File: src/rtl/tccs_pkg.sv
// ---------------------------------------------------------------------------
// Text console cursor/scroll engine: shared definitions
// Item types, action and character codes and default geometry.
// ---------------------------------------------------------------------------
package tccs_pkg;

   // default screen geometry
   localparam int COLUMNS_DEF  = 80;
   localparam int ROWS_DEF     = 25;
   localparam int TAB_STOP_DEF = 4;

   // action codes
   localparam logic [1:0] ACT_WRITE = 2'd0;
   localparam logic [1:0] ACT_CLEAR = 2'd1;
   localparam logic [1:0] ACT_READ  = 2'd2;

   // character codes
   localparam logic [7:0] CH_TAB     = 8'd9;
   localparam logic [7:0] CH_NEWLINE = 8'd10;
   localparam logic [7:0] CH_RETURN  = 8'd13;
   localparam logic [7:0] CH_SPACE   = 8'd32;

   // attribute after reset
   localparam logic [7:0] ATTR_RESET = 8'd7;

   typedef struct packed {
      logic [1:0] action;
      logic [7:0] char_code;
      logic [6:0] read_col;
      logic [4:0] read_row;
   } req_type;

   typedef struct packed {
      logic [6:0]  cursor_col;
      logic [4:0]  cursor_row;
      logic [10:0] cursor_offset;
      logic [7:0]  cell_char;
      logic [7:0]  cell_attr;
   } rsp_type;

   // finished result from the sequencer
   typedef struct packed {
      logic    valid;
      rsp_type rsp;
   } done_type;

   // byte write enables of the screen memory
   typedef struct packed {
      logic char_we;
      logic attr_we;
   } mem_we_type;

endpackage

File: src/rtl/tccs_seq.sv
// ---------------------------------------------------------------------------
// Cursor sequencer
// Walks one item through cursor update, memory sweeps and cell reads.
// The screen is a ring of rows: scrolling moves the top-row base and blanks
// one row instead of moving the whole screen.
// ---------------------------------------------------------------------------
module tccs_seq #(
   parameter int COLUMNS  = 80,
   parameter int ROWS     = 25,
   parameter int TAB_STOP = 4,
   parameter int AW       = 11
) (
   input  logic                 clock,
   input  logic                 reset,
   input  logic                 start,
   input  tccs_pkg::req_type    req,
   output logic                 idle,
   input  logic [7:0]           default_attr,
   input  logic                 out_free,
   output tccs_pkg::done_type   done,
   output tccs_pkg::mem_we_type mem_we,
   output logic [AW-1:0]        mem_wr_addr,
   output logic [7:0]           mem_wr_char,
   output logic [7:0]           mem_wr_attr,
   output logic                 mem_rd_en,
   output logic [AW-1:0]        mem_rd_addr,
   input  logic [7:0]           mem_rd_char,
   input  logic [7:0]           mem_rd_attr
);
   import tccs_pkg::*;

   localparam int CELLS = COLUMNS * ROWS;
   localparam int XW    = $clog2(COLUMNS);
   localparam int YW    = $clog2(ROWS);
   localparam int LW    = AW;
   localparam int TW    = $clog2(TAB_STOP);
   localparam int NW    = $clog2(TAB_STOP + 1);
   localparam int XW1   = XW + 1;
   localparam int YW1   = YW + 1;
   localparam int LW1   = LW + 1;
   localparam int TW1   = TW + 1;

   typedef enum logic [7:0] {
      S_INIT   = 8'b0000_0001,
      S_IDLE   = 8'b0000_0010,
      S_PUT    = 8'b0000_0100,
      S_SCROLL = 8'b0000_1000,
      S_CLEAR  = 8'b0001_0000,
      S_RDADDR = 8'b0010_0000,
      S_RDDATA = 8'b0100_0000,
      S_DONE   = 8'b1000_0000
   } state_type;

   state_type       state_ff, state_in;
   logic [XW-1:0]   x_ff, x_in;
   logic [YW-1:0]   y_ff, y_in;
   logic [LW-1:0]   lin_ff, lin_in;       // y * COLUMNS + x
   logic [LW-1:0]   base_ff, base_in;     // physical cell of logical row 0
   logic [TW-1:0]   tpos_ff, tpos_in;     // x mod TAB_STOP
   logic [NW-1:0]   cnt_ff, cnt_in;       // characters still to put
   logic [LW-1:0]   sw_ff, sw_in;
   logic [LW-1:0]   sw_base_ff, sw_base_in;
   logic [LW-1:0]   sw_last_ff, sw_last_in;
   logic [7:0]      ch_ff, ch_in;
   logic [LW-1:0]   rd_lin_ff, rd_lin_in;
   logic            rd_ok_ff, rd_ok_in;
   logic [7:0]      cell_char_ff, cell_char_in;
   logic [7:0]      cell_attr_ff, cell_attr_in;

   logic [LW-1:0]   phys_src;
   logic [LW:0]     phys_sum;
   logic [LW-1:0]   phys_addr;
   logic [LW:0]     base_sum;
   logic [LW-1:0]   base_next;
   logic [LW-1:0]   sweep_addr;

   logic [XW:0]     put_x;
   logic [YW:0]     put_y;
   logic [LW:0]     put_lin;
   logic [TW-1:0]   put_tpos;
   logic [TW:0]     tpos_inc;
   logic            put_wr;
   logic            put_scroll;

   // shared address unit: logical cell to physical cell through the row ring
   assign phys_src  = (state_ff == S_RDADDR) ? rd_lin_ff : lin_ff;
   assign phys_sum  = {1'b0, phys_src} + {1'b0, base_ff};
   assign phys_addr = (phys_sum >= LW1'(CELLS)) ? LW'(phys_sum - LW1'(CELLS))
                                                : phys_sum[LW-1:0];

   // top-row base after one scroll
   assign base_sum  = {1'b0, base_ff} + LW1'(COLUMNS);
   assign base_next = (base_sum >= LW1'(CELLS)) ? LW'(base_sum - LW1'(CELLS))
                                                : base_sum[LW-1:0];

   assign sweep_addr = sw_base_ff + sw_ff;

   // one character step: move, wrap, detect scroll
   always_comb begin
      put_wr   = 1'b0;
      put_x    = '0;
      put_y    = {1'b0, y_ff};
      put_lin  = {1'b0, lin_ff};
      put_tpos = '0;
      tpos_inc = {1'b0, tpos_ff} + 1'b1;
      if (ch_ff == CH_NEWLINE) begin
         put_y   = {1'b0, y_ff} + 1'b1;
         put_lin = {1'b0, lin_ff} - LW1'(x_ff) + LW1'(COLUMNS);
      end else if (ch_ff == CH_RETURN) begin
         put_lin = {1'b0, lin_ff} - LW1'(x_ff);
      end else begin
         put_wr   = 1'b1;
         put_x    = {1'b0, x_ff} + 1'b1;
         put_lin  = {1'b0, lin_ff} + 1'b1;
         put_tpos = (tpos_inc == TW1'(TAB_STOP)) ? '0 : tpos_inc[TW-1:0];
      end
      // full row wraps; offset already points at the next row
      if (put_x >= XW1'(COLUMNS)) begin
         put_x    = '0;
         put_y    = put_y + 1'b1;
         put_tpos = '0;
      end
      put_scroll = (put_y >= YW1'(ROWS));
   end

   // sequencer next state
   always_comb begin
      state_in     = state_ff;
      x_in         = x_ff;
      y_in         = y_ff;
      lin_in       = lin_ff;
      base_in      = base_ff;
      tpos_in      = tpos_ff;
      cnt_in       = cnt_ff;
      sw_in        = sw_ff;
      sw_base_in   = sw_base_ff;
      sw_last_in   = sw_last_ff;
      ch_in        = ch_ff;
      rd_lin_in    = rd_lin_ff;
      rd_ok_in     = rd_ok_ff;
      cell_char_in = cell_char_ff;
      cell_attr_in = cell_attr_ff;
      unique case (state_ff)
         S_INIT: begin
            sw_in = sw_ff + 1'b1;
            if (sw_ff == sw_last_ff) begin
               state_in = S_IDLE;
            end
         end
         S_IDLE: begin
            if (start) begin
               ch_in        = req.char_code;
               cell_char_in = '0;
               cell_attr_in = '0;
               rd_ok_in     = (int'(req.read_row) < ROWS) && (int'(req.read_col) < COLUMNS);
               rd_lin_in    = LW'(int'(req.read_row) * COLUMNS + int'(req.read_col));
               unique case (req.action)
                  ACT_WRITE: begin
                     if (req.char_code == CH_TAB) begin
                        ch_in  = CH_SPACE;
                        cnt_in = NW'(TAB_STOP) - NW'(tpos_ff);
                     end else begin
                        cnt_in = NW'(1);
                     end
                     state_in = S_PUT;
                  end
                  ACT_CLEAR: begin
                     x_in       = '0;
                     y_in       = '0;
                     lin_in     = '0;
                     tpos_in    = '0;
                     sw_in      = '0;
                     sw_base_in = '0;
                     sw_last_in = LW'(CELLS - 1);
                     state_in   = S_CLEAR;
                  end
                  ACT_READ: begin
                     state_in = S_RDADDR;
                  end
                  default: begin
                     state_in = S_DONE;
                  end
               endcase
            end
         end
         S_PUT: begin
            cnt_in  = cnt_ff - 1'b1;
            x_in    = put_x[XW-1:0];
            y_in    = put_y[YW-1:0];
            lin_in  = put_lin[LW-1:0];
            tpos_in = put_tpos;
            if (put_scroll) begin
               // old top row becomes the blank bottom row
               y_in       = YW'(ROWS - 1);
               lin_in     = LW'((ROWS - 1) * COLUMNS);
               base_in    = base_next;
               sw_base_in = base_ff;
               sw_in      = '0;
               sw_last_in = LW'(COLUMNS - 1);
               state_in   = S_SCROLL;
            end else if (cnt_ff == NW'(1)) begin
               state_in = S_DONE;
            end
         end
         S_SCROLL: begin
            sw_in = sw_ff + 1'b1;
            if (sw_ff == sw_last_ff) begin
               state_in = (cnt_ff == '0) ? S_DONE : S_PUT;
            end
         end
         S_CLEAR: begin
            sw_in = sw_ff + 1'b1;
            if (sw_ff == sw_last_ff) begin
               state_in = S_DONE;
            end
         end
         S_RDADDR: begin
            state_in = S_RDDATA;
         end
         S_RDDATA: begin
            if (rd_ok_ff) begin
               cell_char_in = mem_rd_char;
               cell_attr_in = mem_rd_attr;
            end
            state_in = S_DONE;
         end
         S_DONE: begin
            if (out_free) begin
               state_in = S_IDLE;
            end
         end
         default: begin
            state_in = S_IDLE;
         end
      endcase
   end

   // control registers
   always_ff @(posedge clock) begin
      if (reset) begin
         state_ff   <= S_INIT;
         x_ff       <= '0;
         y_ff       <= '0;
         lin_ff     <= '0;
         base_ff    <= '0;
         tpos_ff    <= '0;
         cnt_ff     <= '0;
         sw_ff      <= '0;
         sw_base_ff <= '0;
         sw_last_ff <= LW'(CELLS - 1);
      end else begin
         state_ff   <= state_in;
         x_ff       <= x_in;
         y_ff       <= y_in;
         lin_ff     <= lin_in;
         base_ff    <= base_in;
         tpos_ff    <= tpos_in;
         cnt_ff     <= cnt_in;
         sw_ff      <= sw_in;
         sw_base_ff <= sw_base_in;
         sw_last_ff <= sw_last_in;
      end
   end

   // payload registers
   always_ff @(posedge clock) begin
      ch_ff        <= ch_in;
      rd_lin_ff    <= rd_lin_in;
      rd_ok_ff     <= rd_ok_in;
      cell_char_ff <= cell_char_in;
      cell_attr_ff <= cell_attr_in;
   end

   // memory port control
   always_comb begin
      mem_we.char_we = 1'b0;
      mem_we.attr_we = 1'b0;
      mem_wr_addr    = sweep_addr;
      mem_wr_char    = CH_SPACE;
      mem_wr_attr    = default_attr;
      unique case (state_ff)
         S_INIT: begin
            mem_we.char_we = 1'b1;
            mem_we.attr_we = 1'b1;
            mem_wr_attr    = ATTR_RESET;
         end
         S_SCROLL: begin
            mem_we.char_we = 1'b1;
            mem_we.attr_we = 1'b1;
         end
         S_CLEAR: begin
            mem_we.char_we = 1'b1;
         end
         S_PUT: begin
            mem_we.char_we = put_wr;
            mem_wr_addr    = phys_addr;
            mem_wr_char    = ch_ff;
         end
         default: begin
            mem_we.char_we = 1'b0;
         end
      endcase
   end

   assign mem_rd_en   = (state_ff == S_RDADDR) && rd_ok_ff;
   assign mem_rd_addr = phys_addr;

   assign idle                   = (state_ff == S_IDLE);
   assign done.valid             = (state_ff == S_DONE);
   assign done.rsp.cursor_col    = 7'(x_ff);
   assign done.rsp.cursor_row    = 5'(y_ff);
   assign done.rsp.cursor_offset = 11'(lin_ff);
   assign done.rsp.cell_char     = cell_char_ff;
   assign done.rsp.cell_attr     = cell_attr_ff;

`ifndef SYNTH
   a_cursor_range: assert property (@(posedge clock) disable iff (reset)
      (int'(x_ff) < COLUMNS) && (int'(y_ff) < ROWS))
      else $error("cursor outside the screen");

   a_offset_track: assert property (@(posedge clock) disable iff (reset)
      int'(lin_ff) == int'(y_ff) * COLUMNS + int'(x_ff))
      else $error("cursor offset lost track of row and column");

   a_base_range: assert property (@(posedge clock) disable iff (reset)
      int'(base_ff) < CELLS)
      else $error("top-row base outside the screen");

   a_put_count: assert property (@(posedge clock) disable iff (reset)
      (state_ff == S_PUT) |-> (cnt_ff != '0))
      else $error("character step with nothing left to put");

   a_done_hold: assert property (@(posedge clock) disable iff (reset)
      (state_ff == S_DONE) && !out_free |=> (state_ff == S_DONE))
      else $error("result dropped while output register busy");
`endif

endmodule

File: config.mk
export PLATFORM = sky130hd
export DESIGN_NAME = tccs_seq
export DESIGN_NICKNAME = d
export VERILOG_FILES = /design/src/rtl/tccs_pkg.sv /design/src/rtl/tccs_seq.sv
export SDC_FILE = /design/constraint.sdc
export NUM_CORES = 1
export LEC_CHECK = 0
export BUFFER_PORTS_ARGS = -buffer_cell sky130_fd_sc_hd__buf_2
export CAP_MARGIN = 10
export CORE_ASPECT_RATIO = 0.7
export CORE_MARGIN = 1.5
export CORE_UTILIZATION = 40
export CTS_CLUSTER_DIAMETER = 80
export DETAILED_ROUTE_END_ITERATION = 8
export GPL_TIMING_DRIVEN = 0
export PLACE_DENSITY_LB_ADDON = 0.2
export SLEW_MARGIN = 20
export SYNTH_ARGS = -nofsm -noshare
export SYNTH_HDL_FRONTEND = slang
export SYNTH_SLANG_ARGS = --single-unit
File: constraint.sdc
create_clock -name clock -period 4.9 [get_ports clock]
set_input_delay 0.245 -clock clock [delete_from_list [all_inputs] [get_ports clock]]
set_output_delay 0.245 -clock clock [all_outputs]
set_load 0.02 [all_outputs]
; ---- After elaboration in Yosys (flattened, before gate mapping)
; Cells that the tools add are included.
[word_totals]
regBits = 116
latchBits = 0
mem_bits_rw = 0
mem_bits_ro = 0
in_bits = 50
out_inout_bits = 82
n_memories = 0
[op_classes]
add_sub_neg = 16
n_mul = 1
div_mod_pow = 0
order_cmp = 6
n_eq_ne = 26
shift = 0
mux = 64
bitwise = 0
reduce_logical = 17
[ops]
columns = cell, count
row1 = $mux 11, 14
row2 = $mux 8, 17
row3 = $pmux 11 s2, 3
row4 = $pmux 8 s8, 1
row5 = $pmux 11 s3, 1
row6 = $eq 8x4->1 const B, 4
row7 = $pmux 8 s2, 2
row8 = $ge 12x11->1 const B, 2
row9 = $pmux 8 s3, 1
row10 = $add 11x1->11 const B, 2
row11 = $sub 11x11->11 const B, 2
row12 = $mux 7, 3
row13 = $mux 5, 3
row14 = $ne 2x2->1 const B, 7
row15 = $pmux 7 s2, 1
row16 = $add 11x11->12, 1
row17 = $add 11x7->12 const B, 1
row18 = $mux 2, 6
row19 = $mux 6, 2
row20 = $add 11x11->11, 1
row21 = $add 11x7->11, 1
row22 = $add 11x7->11 const B, 1
row23 = $eq 11x11->1, 1
row24 = $sub 11x7->11, 1
row25 = 41 further kinds, 52

; ---- Logic depth before layout (Yosys ltp)
[depth]
word_depth = 8
mapped_depth = 16
ltp_nobuf = 14

; ---- Least setup slack after synthesis
; No wires, ideal clock.
[synth_timing]
kind = register to output
from = register state_ff[4]
to = output mem_wr_addr[7]
t_arrival_ns = 4.478
required_ns = 4.655
slack_ns = 0.177
stages_incl_launch_ff = 17
path_cell_list = dfxtp_1 > clkbuf_1 > nor3_1 > nand4b_1 > clkbuf_1 > mux2_2 > ha_1 > fa_1 > a21o_1 > a21oi_1 > xnor2_1 > nand3_1 > or2_2 > o31a_1 > nor3_1 > xor2_1 > a21o_1
[synth_between]
elab_chain_cells = 6
elab_cells_between_ends = 8
cone_classes = 2 x add/sub / 1 x order compare / 2 x eq/ne / 3 x mux
[synth_lines]
columns = element, line_no
row1 = "start, declared", tccs_seq.sv:54  ; state_type state_ff, state_in;
row2 = "start signal, assigned", tccs_seq.sv:252  ; state_ff <= state_in;
row3 = $eq 8x6->1 (*), tccs_seq.sv:86  ; assign phys_src = (state_ff == S_RDADDR) ? rd_lin_ff : lin_ff;
row4 = $mux 11 (*), tccs_seq.sv:86
row5 = $add 11x11->12 (*), tccs_seq.sv:87  ; assign phys_sum = {1'b0, phys_src} + {1'b0, base_ff};
row6 = $sub 11x11->11 / $ge 12x11->1 (equally long branches), tccs_seq.sv:88  ; assign phys_addr = (phys_sum >= LW1'(CELLS)) ? LW'(phys_sum - LW1'(CELLS))
row7 = $mux 11 (*), tccs_seq.sv:88
row8 = via mem_rd_addr[7], tccs_seq.sv:26  ; output logic [AW-1:0] mem_rd_addr,
row9 = $mux 11 (*), tccs_seq.sv:281  ; unique case (state_ff)
row10 = "end, declared", tccs_seq.sv:22  ; output logic [AW-1:0] mem_wr_addr,
; The timed path passes the listed nets; every way through them passes the cells marked *.

; ---- Worst setup path in the final report
[layout_timing]
from = register state_ff[7]
to = output mem_wr_addr[7]
[layout_between]
elab_chain_cells = 6
elab_cells_between_ends = 8
cone_classes = 2 x add/sub / 1 x order compare / 2 x eq/ne / 3 x mux
[layout_lines]
columns = element, line_no
row1 = $eq 8x6->1, tccs_seq.sv:86
row2 = $mux 11, tccs_seq.sv:86
row3 = $add 11x11->12, tccs_seq.sv:87
row4 = $sub 11x11->11 / $ge 12x11->1 (equally long branches), tccs_seq.sv:88
row5 = $mux 11, tccs_seq.sv:88
row6 = $mux 11 (*), tccs_seq.sv:281
; Mark *: on every way between the ends. The rest lies on a longest branch, timed or not.

==> run_results.csv <==
group,metric,value,unit
status,status,"finished clean",
floorplan,row_count,40,
placement,place_hpwl,15600,um
run,maxCapViolCount,0,
final_layout,multi_input_area,0.00452,mm2
routing,drt_iter0_drc,483,
placement,pre_cts_ws,-470,ps
floorplan,dieArea,0.0187,mm2
worst_setup_path,required,4660,ps
global_route,grt_max_degree,23,
final_layout,nets,1097,
yosys,async_flop_share,0,%
final_layout,register_area,0.00232,mm2
yosys,syn_inst,851,
yosys,synthFlopType,"dfxtp_1",
clock_tree,root_buffer,"clkbuf_16",
worst_setup_path,startpoint_type,"register",
timing,tightest_slew,946,ps
routing,drtAntennaViolNets,0,
clock_tree,cts_tree,"built",
timing,setup_tns,0,ps
yosys,ys.warnings.count,0,
global_route,grt_pass1_vias,5881,
worst_setup_path,worst-path-max-fanout,9,
worst_setup_path,endpoint_kind,"primary output",
global_route,grt.overflow.total,0,
floorplan,pin_count,132,
floorplan,start_util,41.3,%
timing,hold_violations,0,
clock_tree,cts.sinks,98,
global_route,gr-usage-all-layers,21.8,%
final_layout,syn_to_final_growth,18.3,%
pwr,powerDensity,214,mW/mm2
timing,finalWorstSetupSlack,192,ps
global_route,antenna_found_initial,0,
yosys,ys_seq_area_share,32.5,%
worst_hold_path,holdCritPathClass,"input port to register",
timing,finalSetupViolCount,0,
yosys,synth_largest_area_cell,"dfxtp_1",
yosys,synthTopCellsByArea,"dfxtp_1 17%, edfxtp_1 15%, ha_1 7.7%",
routing,vias,6663,
global_route,grt_pass1_wl,31800,um
routing,drc_errors,0,
final_layout,final_core_utilization,48.8,%
timing,fmax,212,MHz
yosys,syn_area,0.00715,mm2
clock_tree,ctsLongestPathBuffers,2,
final_layout,n_antenna_cell,0,
clock_tree,clkTransAtPathRegs,70,ps
worst_setup_path,crit_arrival,4460,ps
yosys,synth.avg_cell_area,8.40,um2
floorplan,fp.dieW,163,um
yosys,synth_fp_nets,950,
placement,io_buffers,130,
timing,skew,8.24,ps
yosys,synth_edf_count,36,
timing,maxSlewHeadroom,36.6,%
pwr,vdd_drop_max,0.000146,V
timing,finalMaxSlewViolations,0,
floorplan,fp.coreArea,0.0173,mm2
timing,fin_crit,4710,ps
clock_tree,ctsHtreeMaxLevel,3,
routing,wirelength,20300,um
yosys,synthDistinctLibCells,79,
placement,gp_congestion,0.949,
worst_hold_path,whs_path_depth,1,
final_layout,fill_cells,1716,
yosys,synth-seq-cells,98,
clock_tree,numCtsBuffers,9,
placement,dpl_cell_area,0.00809,mm2
floorplan,dieHeight,115,um
worst_setup_path,r2r_cells,15,
worst_setup_path,path_class,"register to primary output",
routing,firstDrtPassIters,5,
routing,drt-vias-per-instance,5.40,
timing,timing.final.crit_share,96.1,%
final_layout,final_cell_area,0.00846,mm2
yosys,synth_top_area_share,17.4,%
pwr,p_leak,3.47,nW
final_layout,drive_gt1_share,21.0,%
routing,routedWlPerCell,16.4,um
clock_tree,clk_latency,350,ps
==> synthesized netlist by cell type, types with 3 or more instances <==
| master | n |
|---|---|
| nand2_1 | 56 |
| buf_2 | 6 |
| fa_1 | 5 |
| nor3_1 | 30 |
| nor2b_1 | 12 |
| a21oi_1 | 61 |
| ha_1 | 44 |
| o21ai_1 | 3 |
| nand4_1 | 12 |
| xor2_1 | 24 |
| o21a_1 | 6 |
| o22ai_1 | 3 |
| a211oi_1 | 11 |
| or4_1 | 4 |
| mux2_2 | 20 |
| a211o_1 | 3 |
| inv_1 | 40 |
| o211ai_1 | 5 |
| dfxtp_1 | 62 |
| edfxtp_1 | 36 |
| nand4b_1 | 4 |
| o31a_1 | 4 |
| o21ai_0 | 44 |
| nand2b_1 | 7 |
| xnor2_1 | 36 |
| or3_1 | 7 |
| buf_1 | 3 |
| mux2i_1 | 6 |
| nor2_1 | 82 |
| a21o_1 | 13 |
| and3_1 | 5 |
| nor3b_1 | 4 |
| a22oi_1 | 10 |
| o21bai_1 | 5 |
| and2_1 | 32 |
| nand3_1 | 28 |
| clkbuf_1 | 38 |
| a31oi_1 | 6 |
| or2_2 | 10 |
| nand3b_1 | 6 |
| nor4_1 | 8 |
==> worst max-delay path, cell delays in order, from the launching register on <==
cell      delay (ps)
dfxtp_1          340
nor3_1           300
nand4b_1         260
buf_8            220
mux2_2           290
ha_1             210
fa_2             380
a21o_1           180
a21oi_2          200
xnor2_2          150
nand3_1          120
or2_2            310
o31a_1           340
nor3_2           200
xor2_1           290
a21o_1           160
buf_2            150
==> flip-flops by register name, summed over array words and instances, names as in the netlist <==
| signal | cells |
|---|---|
| state_ff | 8 |
| rd_ok_ff | 1 |
| rd_lin_ff | 11 |
| cell_attr_ff | 8 |
| x_ff | 7 |
| sw_last_ff | 1 |
| y_ff | 5 |
| sw_base_ff | 7 |
| ch_ff | 8 |
| cnt_ff | 3 |
| sw_ff | 11 |
| base_ff | 7 |
| lin_ff | 11 |
| tpos_ff | 2 |
| cell_char_ff | 8 |
==> where the power goes <==
group	internal [W]	leakage (nW)	total [W]	switching (W)
sequential	0.000869	0.847	0.000888	0.0000187
combinational	0.0000958	2.50	0.000255	0.000159
clock	0.000347	0.128	0.000665	0.000319
==> final timing paths <==
check,start,to,slack (ps)
hold reg to reg,sw_base_ff[7],sw_base_ff[7],490
setup / recovery,state_ff[7],mem_wr_addr[7],190
setup reg to reg,ch_ff[0],base_ff[4],760
hold / removal,req[6],rd_lin_ff[1],70
==> final cells by class <==
type / count / share of cell area, %
buffer: 48 / 2.44
clock inverter: 4 / 0.326
tap: 231 / 3.42
multi-input combinational: 664 / 53.4
timing repair buffer: 137 / 8.32
sequential: 98 / 27.5
clock buffer: 12 / 2.80
inverter: 40 / 1.78
==> timing repair <==
| item | in CTS | in global routing |
|---|---|---|
| cloned | 0 | 0 |
| pin swaps | 1 | 4 |
| hold buffers | 0 | 0 |
| setup buffers | 1 | 6 |
| endpoints found under the setup margin | 14 | 10 |
| resized for setup | 6 | 6 |
==> metrics by stage <==
step,hold slack (ps),instances,total power [W]
finish,68.7,1234,0.00181
global route,60.7,1234,0.00188
CTS,60.4,1228,0.00182
detailed placement,423,1212,0.00116
global placement,423,1212,0.00116
floorplan,320,851,0.00107
==> layer usage <==
metal | vias to the layer above | GRT usage (%) | part of all wire, %
li1 | 3360 | - | -
met2 | 251 | 31.3 | 40
met4 | 0 | 4.59 | 0.75
met5 | - | 0 | 0
met1 | 3043 | 33.3 | 51
met3 | 9 | 4.37 | 7.5
==> cell families after synthesis <==
group	share of synthesized area, %
compound gates	19.0
fa+ha+maj	9.10
simple gates	23.2
xor+xnor	7.35
buf+inv	4.88
flops	32.5
mux	3.99
==> cells in the final DEF, fill, tap and decap left out, types with 10 or more instances in the layout <==
master	instances
a22oi_1	10
nand4_1	12
nor3_1	27
a21o_1	13
a211oi_1	11
edfxtp_1	36
clkbuf_1	39
or2_2	10
buf_2	136
ha_1	44
nor2b_1	12
mux2_2	20
xnor2_1	35
o21ai_0	44
inv_1	40
xor2_1	24
nand2_1	56
dfxtp_1	61
a21oi_1	60
nor2_1	82
nand3_1	28
and2_1	31
No activity file was read; power rests on OpenSTA's default activity.
